File: config.mk
export PLATFORM = sky130hd
export DESIGN_NAME = arm_front
export DESIGN_NICKNAME = d
export VERILOG_FILES = /design/src/rtl/arm_pkg.sv /design/src/rtl/arm_front.sv
export SDC_FILE = /design/constraint.sdc
export NUM_CORES = 1
export LEC_CHECK = 0
export ABC_CLOCK_PERIOD_IN_PS = 6600
export BUFFER_PORTS_ARGS = -buffer_cell sky130_fd_sc_hd__buf_2
export CAP_MARGIN = 5
export CORE_MARGIN = 2
export CORE_UTILIZATION = 32
export DETAILED_ROUTE_END_ITERATION = 7
export GPL_ROUTABILITY_DRIVEN = 0
export GPL_TIMING_DRIVEN = 0
export PLACE_DENSITY_LB_ADDON = 0.08
export SLEW_MARGIN = 0
export SYNTH_ARGS = -nofsm -noshare
export SYNTH_HDL_FRONTEND = slang
export SYNTH_SLANG_ARGS = --single-unit
File: constraint.sdc
create_clock -name clk -period 6.6 [get_ports clk]
set_clock_uncertainty 0.1 [all_clocks]
set_input_delay 1.98 -clock clk [delete_from_list [all_inputs] [get_ports clk]]
set_output_delay 1.98 -clock clk [all_outputs]
set_load 0.05 [all_outputs]
File: src/rtl/arm_pkg.sv
// Shared types and constants for the address range tag remapper.
package arm_pkg;

	localparam logic [63:0] REMAP_MARKER = 64'h0a00_0000_0000_0000;
	localparam int unsigned TABLE_SHIFT  = 52;
	localparam int unsigned COLUMN_SHIFT = 48;

	// Item action codes.
	typedef enum logic {
		ACT_INSERT = 1'b0,
		ACT_LOOKUP = 1'b1
	} action_t;

	// One queued word as it passes from the front to the back.
	typedef struct packed {
		action_t     action;
		logic [63:0] address;
		logic [31:0] region_size;
		logic [7:0]  table_tag;
		logic [7:0]  column_tag;
	} item_t;

	// Queue handshake between front and back.
	typedef struct packed {
		logic  valid;
		item_t item;
	} queue_out_t;

endpackage

File: src/rtl/arm_front.sv
// Front end: accepts words and holds them in a two-word queue for the back end.
module arm_front import arm_pkg::*; (
	input  logic        clk,
	input  logic        arst_n,
	input  logic        start,
	input  logic        action,
	input  logic [63:0] address,
	input  logic [31:0] region_size,
	input  logic [7:0]  table_tag,
	input  logic [7:0]  column_tag,
	output logic        busy,
	output queue_out_t  q_out,
	input  logic        q_pop
);

	item_t      slot_q [2];
	logic       rd_ptr_q;
	logic       wr_ptr_q;
	logic [1:0] count_q;
	logic       push;
	logic       pop;
	item_t      in_item;

	// Classify the incoming word by its action bit.
	always_comb begin
		in_item.action      = action ? ACT_LOOKUP : ACT_INSERT;
		in_item.address     = address;
		in_item.region_size = region_size;
		in_item.table_tag   = table_tag;
		in_item.column_tag  = column_tag;
	end

	assign busy  = (count_q == 2'd2);
	assign push  = start && !busy;
	assign pop   = q_pop && (count_q != 2'd0);
	assign q_out.valid = (count_q != 2'd0);
	assign q_out.item  = slot_q[rd_ptr_q];

	// Queue storage needs no reset.
	always_ff @(posedge clk) begin
		if (push) begin
			slot_q[wr_ptr_q] <= in_item;
		end
	end

	// Queue pointers and fill count.
	always_ff @(posedge clk or negedge arst_n) begin
		if (!arst_n) begin
			rd_ptr_q <= 1'b0;
			wr_ptr_q <= 1'b0;
			count_q  <= 2'd0;
		end else begin
			if (push) begin
				wr_ptr_q <= ~wr_ptr_q;
			end
			if (pop) begin
				rd_ptr_q <= ~rd_ptr_q;
			end
			if (push && !pop) begin
				count_q <= count_q + 2'd1;
			end else if (pop && !push) begin
				count_q <= count_q - 2'd1;
			end
		end
	end

endmodule

==> summary.md, run 1 <==
| Metric | Value |
|---|---|
| Outcome | finished clean |
| GR Layer Usage met1 | 13.5% |
| Reg-to-reg endpoint | slot_q[0][23] |
| Largest net degree at the start of global routing | 44 |
| Top cells by area, synth | edfxtp_1 79%, mux2_4 10%, mux2_2 6.9%, dfrtp_1 1.2%, buf_6 0.92% |
| 1st-iter DRT viols | 200 |
| Comb power frac | between 40% and 50% |
| Clock Power Share | 20.9% |
| Vias in the first global route | 4,629 |
| GR Layer Usage met2 | 19.0% |
| Post-DP HPWL | 11,400 um |
| Io pins | 232 |
| Mapped Nets | around 500 |
| Post-synth top area share | 78.9% |
| Synth-to-Final Area Change | 28.8% |
| Final ANT Viol Nets | 0 |
| Avg Cell Area, Syn | approximately 23 sq um |
| P per Cell Area | around 530 nW/um^2 |
| Clock-pin slew on the worst setup and hold paths | 0.05 ns |
| Crit-path max FO | 10 |
| Via/cell ratio | 4.32 |
| Tcrit/Tclk final | 59.9% |
| Site Rows | 60 |
| Final hold vios | 0 |
| Leakage | around 0.0043 uW |
| Reg2reg start | count_q[0] |
| R2R setup slack | 4.42 ns |
| Synth Instances | 371 |
| Gr usage total | 11.3% |
| Hold Buf Count CTS | 0 |
| Measured slew at the worst slew-check pin | 0.670 ns |
| Max_slew headroom | 55.2% |
| Core region area | 26,700 sq um |
| Setup violations, final | 0 |
| H-tree depth | 1 |
| Hold WS | between 0.3 and 0.4 ns |
| Hold Path Class | flop to flop |
| Chip width | 168 um |
| # nets final | 754 |
| CTS max path bufs | 3 |
| CP max-delay cell | dfrtp_1 |
| Hold path start | count_q[1] |
| Worst reg-to-reg path cell count | 5 |
| Ys async rst share | 1.74% |
| 1st-pass router iterations | 4 |
| Port Buf Inserts | 231 |
| Cts bufs inserted | 26 |
| Layout cell share with drive strength beyond 1 | 61.1% |
| Max rail drop VDD | around 260 uV |
| GRT busiest layer | met2 |
| Total Wirelength | 16,500 um |
| Cell mode on critical path | buf_6 |
| WHS Path Cells | 1 |
| Sequential Power Share | 35.2% |
| FILL cells | about 2,400 |
| Vias | 4,295 |
| EDFF count, synth | between 200 and 250 |
| Worst Hold Endpoint | count_q[1] |
| Pwr Total | 5860 uW |
| Slew Limit Fails | 0 |
| Clock latency on the worst-skew pair | between 0.5 and 0.6 ns |
| Synth Warn # | 0 |
| Req. time, crit path | 4.52 ns |
| Cell Int Power | about 3500 uW |
| Post-route DRC violation count | 0 |
| Cts repair resizes | 0 |
| WL per Instance | 16.6 um |
| Gr ovfl total | 0 |
| F_max | 253 MHz |
| Setup bufs post-CTS | 0 |
| CP Class | flop to primary output |
| Met3 usage | 4.42% |
| Seq/Total Area, Yosys | 80.1% |
| Critical path launch point type | flop |
| Maxcap violations | 0 |
| Die H | about 170 um |
| RSZ-0062 raised after global routing | false |
| Number of antenna violations at the first check in global routing | 6 |
| Post-Synthesis Cell Area | 8600 sq um |
| Initial Utilization | 32.3% |
| Final Critical Period | 3.95 ns |
| CTS tree | yes |
| Sw frac | 40.0% |
| Critical path's largest stage delay | around 0.34 ns |
| Critical Path AT | 1.87 ns |
| Die area | ~28,000 sq um |
| Top-count cell post-synth | edfxtp_1 |
| Clock sink count | 230 |
| Most frequent cells after synthesis | 226 x edfxtp_1, 60 x mux2_4, 53 x mux2_2 |
| Area leader, netlist | edfxtp_1 |
| NetSw | 2340 uW |
| Synth cell types | 16 |
| Ys flop type | edfxtp_1 |
| Yosys reg bits | 230 |
| Crit end category | primary output |
| CP cell instances | buf_6, buf_8, buf_6, mux2_4, buf_2 |
| CTS Root Cell | clkbuf_16 |
| First-pass GRT wire length | around 25,000 um |
-- worst max-delay path by stage --
stage / from / to / slack (ns) / cells past startpoint
after detailed placement: start / slot_q[0][101] / 2.87 / 5
after CTS: rd_ptr_q / q_out[82] / 2.56 / 5
final: rd_ptr_q / q_out[44] / 2.65 / 5
after global placement: start / slot_q[0][59] / -0.91 / 3
after floorplan: start / slot_q[0][0] / 1.05 / 2
after global routing: rd_ptr_q / q_out[87] / 2.53 / 5
-- placed cells by master (no fill, tap or decap), drive strengths merged --
cell type,netlist,final
xnor2,3,3
inv,2,2
xor2,2,2
dfrtp,4,4
nor2,2,2
buf,13,250
mux2,113,113
nand2b,1,1
or2,1,1
ha,1,1
clkbuf,0,30
diode,0,6
edfxtp,226,226
nand2,2,2
clkinv,0,9
and3,1,1
-- metrics by stage --
step	instances	area, sq um	setup slack (ns)	utilization [%]	setup TNS (ns)
CTS	988	11100	2.56	41.5	0
detailed placement	949	10300	2.87	38.8	0
finish	994	11100	2.65	41.6	0
global route	989	11100	2.53	41.5	0
global placement	943	10200	-0.910	38.2	-142.24
floorplan	371	8600	1.05	-	0
-- critical path, delay by kind of cell (launching register included) --
family,cells,cell delay [ns]
buffers and inverters,4,0.71
flip-flops,1,0.34
multiplexers,1,0.31
-- cell families (layout without fill, tap and decap cells) --
| family | Yosys count | count (layout) | share of synthesized area [%] |
|---|---|---|---|
| DFF | 230 | 230 | 80.1 |
| and+or+nand+nor | 7 | 7 | 0.393 |
| muxes | 113 | 113 | 17.4 |
| xor gates and xnor gates | 5 | 5 | 0.509 |
| other | 0 | 6 | 0 |
| adders and majority gates | 1 | 1 | 0.145 |
| buffers and inverters | 15 | 291 | 1.47 |
-- cell type report --
class | instances | area [sq um] | share of cell area (%)
Antenna cell | 6 | 15.0 | 0.136
Buffer | 13 | 119 | 1.07
Clock buffer | 30 | 687 | 6.20
Clock inverter | 9 | 36.3 | 0.328
Inverter | 2 | 7.51 | 0.0678
Multi-Input combinational cell | 126 | 1600 | 14.4
Sequential cell | 230 | 6890 | 62.2
Tap cell | 341 | 427 | 3.85
Timing Repair Buffer | 237 | 1300 | 11.7
-- power groups by stage --
stage | clock [uW] | combinational, uW | sequential (uW)
final | 1230 | 2570 | 2070
after CTS | 1280 | 2620 | 2070
after global placement | 0 | 2540 | 2160
after floorplan | 0 | 2030 | 2120
after global routing | 1340 | 2710 | 2090
after detailed placement | 0 | 2620 | 2100
-- state kept, by name, indices dropped and copies added (netlist names) --
register / flops
count_q: 2
rd_ptr_q: 1
slot_q: 226
wr_ptr_q: 1
-- layer usage --
metal / routed length (um) / part of all wire (%)
met1: 6590 / 40
met2: 7830 / 48
met3: 1690 / 10
met4: 327 / 2.0
met5: 21 / 0.13
Power figures use the tool's default switching activity.
==> run 2: changes to the inputs <==
Settings changed: ABC_CLOCK_PERIOD_IN_PS 6600 to 3200.
Clock period 6.6 ns to 3.2 ns, I/O delays scaled along.
==> summary.md, run 2 (synthesized netlist as in run 1, its figures left out) <==
| Metric | Value |
|---|---|
| Clock sink count | 230 (unchanged) |
| Vias in the first global route | 4,649 (was 4,629) |
| Clock latency on the worst-skew pair | 0.51 ns (about the same) |
| Req. time, crit path | 2.14 ns (was 4.52 ns) |
| CTS max path bufs | 3 (unchanged) |
| Core region area | 26,700 sq um (unchanged) |
| RSZ-0062 raised after global routing | false (unchanged) |
| Measured slew at the worst slew-check pin | 0.868 ns (was 0.670 ns) |
| Crit-path max FO | 10 (unchanged) |
| Gr ovfl total | 0 (unchanged) |
| Tcrit/Tclk final | 92.3% |
| First-pass GRT wire length | 25,200 um (was 24,900 um) |
| Commonest non-fill, non-tap cell in the layout | buf_2 (unchanged) |
| Hold Buf Count CTS | 0 (unchanged) |
| Maxcap violations | 0 (unchanged) |
| Slew Limit Fails | 0 (unchanged) |
| Area of the multi-input gates | 1620 sq um (was 1600 sq um) |
| 1st-iter DRT viols | 204 (was 200) |
| Gr usage total | 11.5% (was 11.3%) |
| Pwr Total | 12,200 uW (was 5860 uW) |
| Highest-count cells in the layout ignoring fill and taps | 236 x buf_2, 226 x edfxtp_1, 60 x mux2_4 (unchanged) |
| Post-route DRC violation count | 0 (unchanged) |
| Hold WS | 0.147 ns (was 0.393 ns) |
| WL per Instance | 16.9 um (was 16.6 um) |
| Setup bufs post-CTS | 0 (unchanged) |
| Largest net degree at the start of global routing | 59 (was 44) |
| Port Buf Inserts | 231 (unchanged) |
| Site Rows | 60 (unchanged) |
| Initial Utilization | 32.3% (unchanged) |
| Biggest registers after layout | slot_q (226), count_q (2) (unchanged) |
| Outcome | finished clean (unchanged) |
| # nets final | 752 (was 754) |
| CP Class | flop to primary output (unchanged) |
| Critical path launch point type | flop (unchanged) |
| 1st-pass router iterations | 4 (unchanged) |
| Final hold vios | 0 (unchanged) |
| Clock-pin slew on the worst setup and hold paths | 0.06 ns (was 0.05 ns) |
| CTS Root Cell | clkbuf_16 (unchanged) |
| Max reg flops | 226 (unchanged) |
| Largest Register | slot_q (unchanged) |
| Io pins | 232 (unchanged) |
| R2R setup slack | 0.75 ns (was 4.42 ns) |
| Chip width | 168 um (unchanged) |
| Max_slew headroom | 42.1% (was 55.2%) |
| Critical Path AT | 1.89 ns (was 1.87 ns) |
| Layout cell share with drive strength beyond 1 | 61.0% (was 61.1%) |
| Cts bufs inserted | 25 (was 26) |
| Setup violations, final | 0 (unchanged) |
| Vias | 4,328 (was 4,295) |
| Max rail drop VDD | 695 uV (was 265 uV) |
| P per Cell Area | 1100 nW/um^2 (was 529 nW/um^2) |
| Final ANT Viol Nets | 0 (unchanged) |
| FILL cells | 2,445 (was 2,419) |
| Post-DP HPWL | 11,300 um (was 11,400 um) |
| Seq. cell area | 6890 sq um (unchanged) |
| H-tree depth | 1 (unchanged) |
| Hold Path Class | input pin to asynchronous set/reset pin (was flop to flop) |
| Final Critical Period | 2.95 ns |
| F_max | 339 MHz |
| Cts repair resizes | 0 (unchanged) |
| Total Wirelength | 16,700 um (was 16,500 um) |
| Via/cell ratio | 4.37 (was 4.32) |
| Die H | 168 um (unchanged) |
| Crit end category | primary output (unchanged) |
| Leakage | 0.00430 uW (about the same) |
| Die area | 28,200 sq um (unchanged) |
| CTS tree | yes (unchanged) |
| Synth-to-Final Area Change | 28.8% (about the same) |
| Number of antenna violations at the first check in global routing | 3 (was 6) |
-- run 2: cell types whose count changed in the layout (fill, tap and decap cells not counted) --
cell / previous run / this run
clkinv_2: 2 / 3
clkbuf_1: 3 / 7
clkinv_1: 7 / 5
nand2_8: 0 / 1
bufinv_16: 0 / 2
diode_2: 6 / 1
buf_16: 3 / 2
nand2_1: 2 / 1
clkbuf_16: 27 / 25
-- run 2: critical path: stages, from the launching register on --
cell	delay, ns
dfrtp_1	0.34
buf_6	0.13
buf_2	0.31
mux2_2	0.38
buf_2	0.22
-- run 2: through the flow --
stage / setup TNS [ns] / setup slack (ns) / area [sq um] / utilization, % / cells
global placement: -220.08 / -1.22 / 10200 / 38.3 / 943
detailed placement: 0 / 0.305 / 10300 / 38.8 / 948
finish: 0 / 0.247 / 11100 / 41.6 / 991
floorplan: -0.362 / -0.00320 / 8630 / - / 371
global route: 0 / 0.132 / 11100 / 41.5 / 990
CTS: 0 / 0.140 / 11100 / 41.5 / 990
-- run 2: area by class of cell --
cell class                 instances  share of cell area [%]
clock buffer                      32                    5.89
inverter                           2                  0.0678
antenna                            1                  0.0226
tap                              341                    3.85
buffer                            13                    1.07
clock inverter                    10                   0.847
sequential                       230                    62.2
multi-input combinational        126                    14.6
timing repair buffer             236                    11.5
-- run 2: layer usage --
| metal | wire, um | global-route usage [%] | share of wire (%) | up-vias |
|---|---|---|---|---|
| li1 | - | - | - | 2002 |
| met4 | 367 | 3.63 | 2.2 | 4 |
| met2 | 8090 | 19.4 | 48 | 175 |
| met5 | 27 | 0 | 0.16 | - |
| met3 | 1700 | 4.63 | 10 | 34 |
| met1 | 6560 | 13.3 | 39 | 2113 |
-- run 2: report_power, final --
part	leakage [uW]	switching [uW]	internal, uW
logic	0.00179	3680	1630
clock network	0.000364	1050	1580
registers	0.00215	148	4120
-- run 2: final timing paths --
check	from	depth (start not counted)	endpoint
min reg2reg	count_q[1]	1	count_q[1]
max reg2reg	count_q[0]	6	slot_q[0][83]
min	arst_n	1	count_q[0]
max in group asynchronous	arst_n	1	wr_ptr_q
max	rd_ptr_q	4	q_out[28]
min in group clk	count_q[1]	1	count_q[1]
==> run 3: changes to the inputs <==
Settings changed: PLACE_DENSITY_LB_ADDON 0.08 to default, RECOVER_POWER from default to 50.
==> summary.md, run 3 (synthesized netlist as in run 1, its figures left out) <==
| Metric | Value |
|---|---|
| Outcome | finished, violations left (was finished clean) |
| Failing checks | capacitance limit, slew limit |
| Vias in the first global route | 4,630 (was 4,649) |
| Crit-path max FO | 10 (unchanged) |
| Pre-CTS setup slack | 0.449 ns (was 0.305 ns) |
| Crit end category | primary output (unchanged) |
| Final ANT Viol Nets | 0 (unchanged) |
| Die area | 28,200 sq um (unchanged) |
| Maxcap violations | 1 (was 0) |
| Clock sink count | 230 (unchanged) |
| Final hold vios | 0 (unchanged) |
| WL per Instance | 17.1 um (was 16.9 um) |
| Final Critical Period | 2.98 ns (was 2.95 ns) |
| Commonest non-fill, non-tap cell in the layout | edfxtp_1 (was buf_2) |
| Vias | 4,338 (was 4,328) |
| Initial Utilization | 32.3% (unchanged) |
| Tcrit/Tclk final | 93.1% (was 92.3%) |
| Hold WS | 0.170 ns (was 0.147 ns) |
| Site Rows | 60 (unchanged) |
| F_max | 336 MHz (was 339 MHz) |
| Cts bufs inserted | 25 (unchanged) |
| CTS Root Cell | clkbuf_16 (unchanged) |
| 1st-iter DRT viols | 237 (was 204) |
| Pwr Total | 12,200 uW (about the same) |
| Via/cell ratio | 4.39 (was 4.37) |
| Req. time, crit path | 2.14 ns (about the same) |
| Cts repair resizes | 0 (unchanged) |
| Setup violations, final | 0 (unchanged) |
| Largest Register | slot_q (unchanged) |
| Measured slew at the worst slew-check pin | 1.55 ns (was 0.868 ns) |
| H-tree depth | 1 (unchanged) |
| Gr ovfl total | 0 (unchanged) |
| Leakage | 0.00412 uW (was 0.00430 uW) |
| Critical path launch point type | flop (unchanged) |
| Gr usage total | 11.4% (was 11.5%) |
| Post-DP HPWL | 11,600 um (was 11,300 um) |
| Max reg flops | 226 (unchanged) |
| RSZ-0062 raised after global routing | false (unchanged) |
| Setup bufs post-CTS | 0 (unchanged) |
| Max_slew headroom | -3.81% (was 42.1%) |
| Synth-to-Final Area Change | 27.8% (was 28.8%) |
| P per Cell Area | 1110 nW/um^2 (was 1100 nW/um^2) |
| Clock-pin slew on the worst setup and hold paths | 0.06 ns (about the same) |
| Design area | 11,000 sq um (was 11,100 sq um) |
| Total Wirelength | 16,900 um (was 16,700 um) |
| Highest-count cells in the layout ignoring fill and taps | 226 x edfxtp_1, 171 x buf_2, 70 x clkbuf_1 (was 236 x buf_2, 226 x edfxtp_1, 60 x mux2_4) |
| Largest net degree at the start of global routing | 60 (was 59) |
| Hold Path Class | input pin to asynchronous set/reset pin (unchanged) |
| Core region area | 26,700 sq um (unchanged) |
| # nets final | 752 (unchanged) |
| CP Class | flop to primary output (unchanged) |
| Dpl cell area | 10,300 sq um (about the same) |
| Hold Buf Count CTS | 0 (unchanged) |
| Die H | 168 um (unchanged) |
| Port Buf Inserts | 231 (unchanged) |
| Diodes inserted | 0 (was 1) |
| Io pins | 232 (unchanged) |
| CTS max path bufs | 3 (unchanged) |
| Chip width | 168 um (unchanged) |
| Clock latency on the worst-skew pair | 0.51 ns (about the same) |
| Seq. cell area | 6890 sq um (unchanged) |
| Critical Path AT | 1.92 ns (was 1.89 ns) |
| Biggest registers after layout | slot_q (226), count_q (2) (unchanged) |
| Final worst slack | 0.221 ns (was 0.247 ns) |
| FILL cells | 2,377 (was 2,445) |
| CTS tree | yes (unchanged) |
| Max rail drop VDD | 617 uV (was 695 uV) |
| Number of antenna violations at the first check in global routing | 0 (was 3) |
| First-pass GRT wire length | 25,200 um (about the same) |
| Slew Limit Fails | 14 (was 0) |
| Post-route DRC violation count | 0 (unchanged) |
| Layout cell share with drive strength beyond 1 | 51.6% (was 61.0%) |
| Area of the multi-input gates | 1610 sq um (was 1620 sq um) |
| 1st-pass router iterations | 5 (was 4) |
run 3: cell count changes in the layout (fill, tap and decap cells not counted), moves of 2 or more:
cell        delta
buf_2         -65
clkbuf_1      +63
clkinv_1       -4
clkinvlp_4     +2
run 3: power by group:
group	switching (uW)	internal (uW)	total, uW	leakage, uW
clock network	1080	1580	2670	0.000364
registers	161	4120	4280	0.00215
logic	3670	1620	5290	0.00161
run 3: worst max-delay path, cell delays in order (launching register included):
cell and delay (ns):
dfrtp_1 0.34, buf_6 0.13, buf_8 0.17, buf_6 0.22, mux2_4 0.32, buf_2 0.22
run 3: routing by layer:
layer	global-route usage, %	part of all wire, %
met5	0	0
met4	3.36	2.6
met3	3.81	8.2
met2	20.1	50
met1	13.3	39
run 3: area by class of cell:
| class | instances | share of cell area [%] |
|---|---|---|
| plain buffers | 13 | 1.08 |
| clock buffers | 30 | 5.86 |
| clock inverters | 10 | 0.979 |
| inverters | 2 | 0.0683 |
| multi-input cells | 126 | 14.6 |
| flip-flops and latches | 230 | 62.6 |
| well taps | 341 | 3.88 |
| repair buffers | 236 | 10.9 |
run 3: worst paths after layout:
path	start	endpoint	slack [ns]	depth (start not counted)
setup / recovery	rd_ptr_q	q_out[44]	0.22	5
hold / removal	arst_n	rd_ptr_q	0.17	1
setup reg to reg	count_q[0]	slot_q[0][58]	0.29	5
hold reg to reg	wr_ptr_q	wr_ptr_q	0.42	1
max in group asynchronous	arst_n	count_q[1]	2.65	1
min in group clk	wr_ptr_q	wr_ptr_q	0.42	1
run 3: through the flow:
stage | TNS (ns) | utilization [%] | std cells
5_1_grt | 0 | 41.3 | 988
3_3_place_gp | -175.45 | 38.3 | 943
3_5_place_dp | 0 | 38.8 | 948
2_1_floorplan | -0.362 | - | 371
6_report | 0 | 41.3 | 988
4_1_cts | 0 | 41.6 | 988
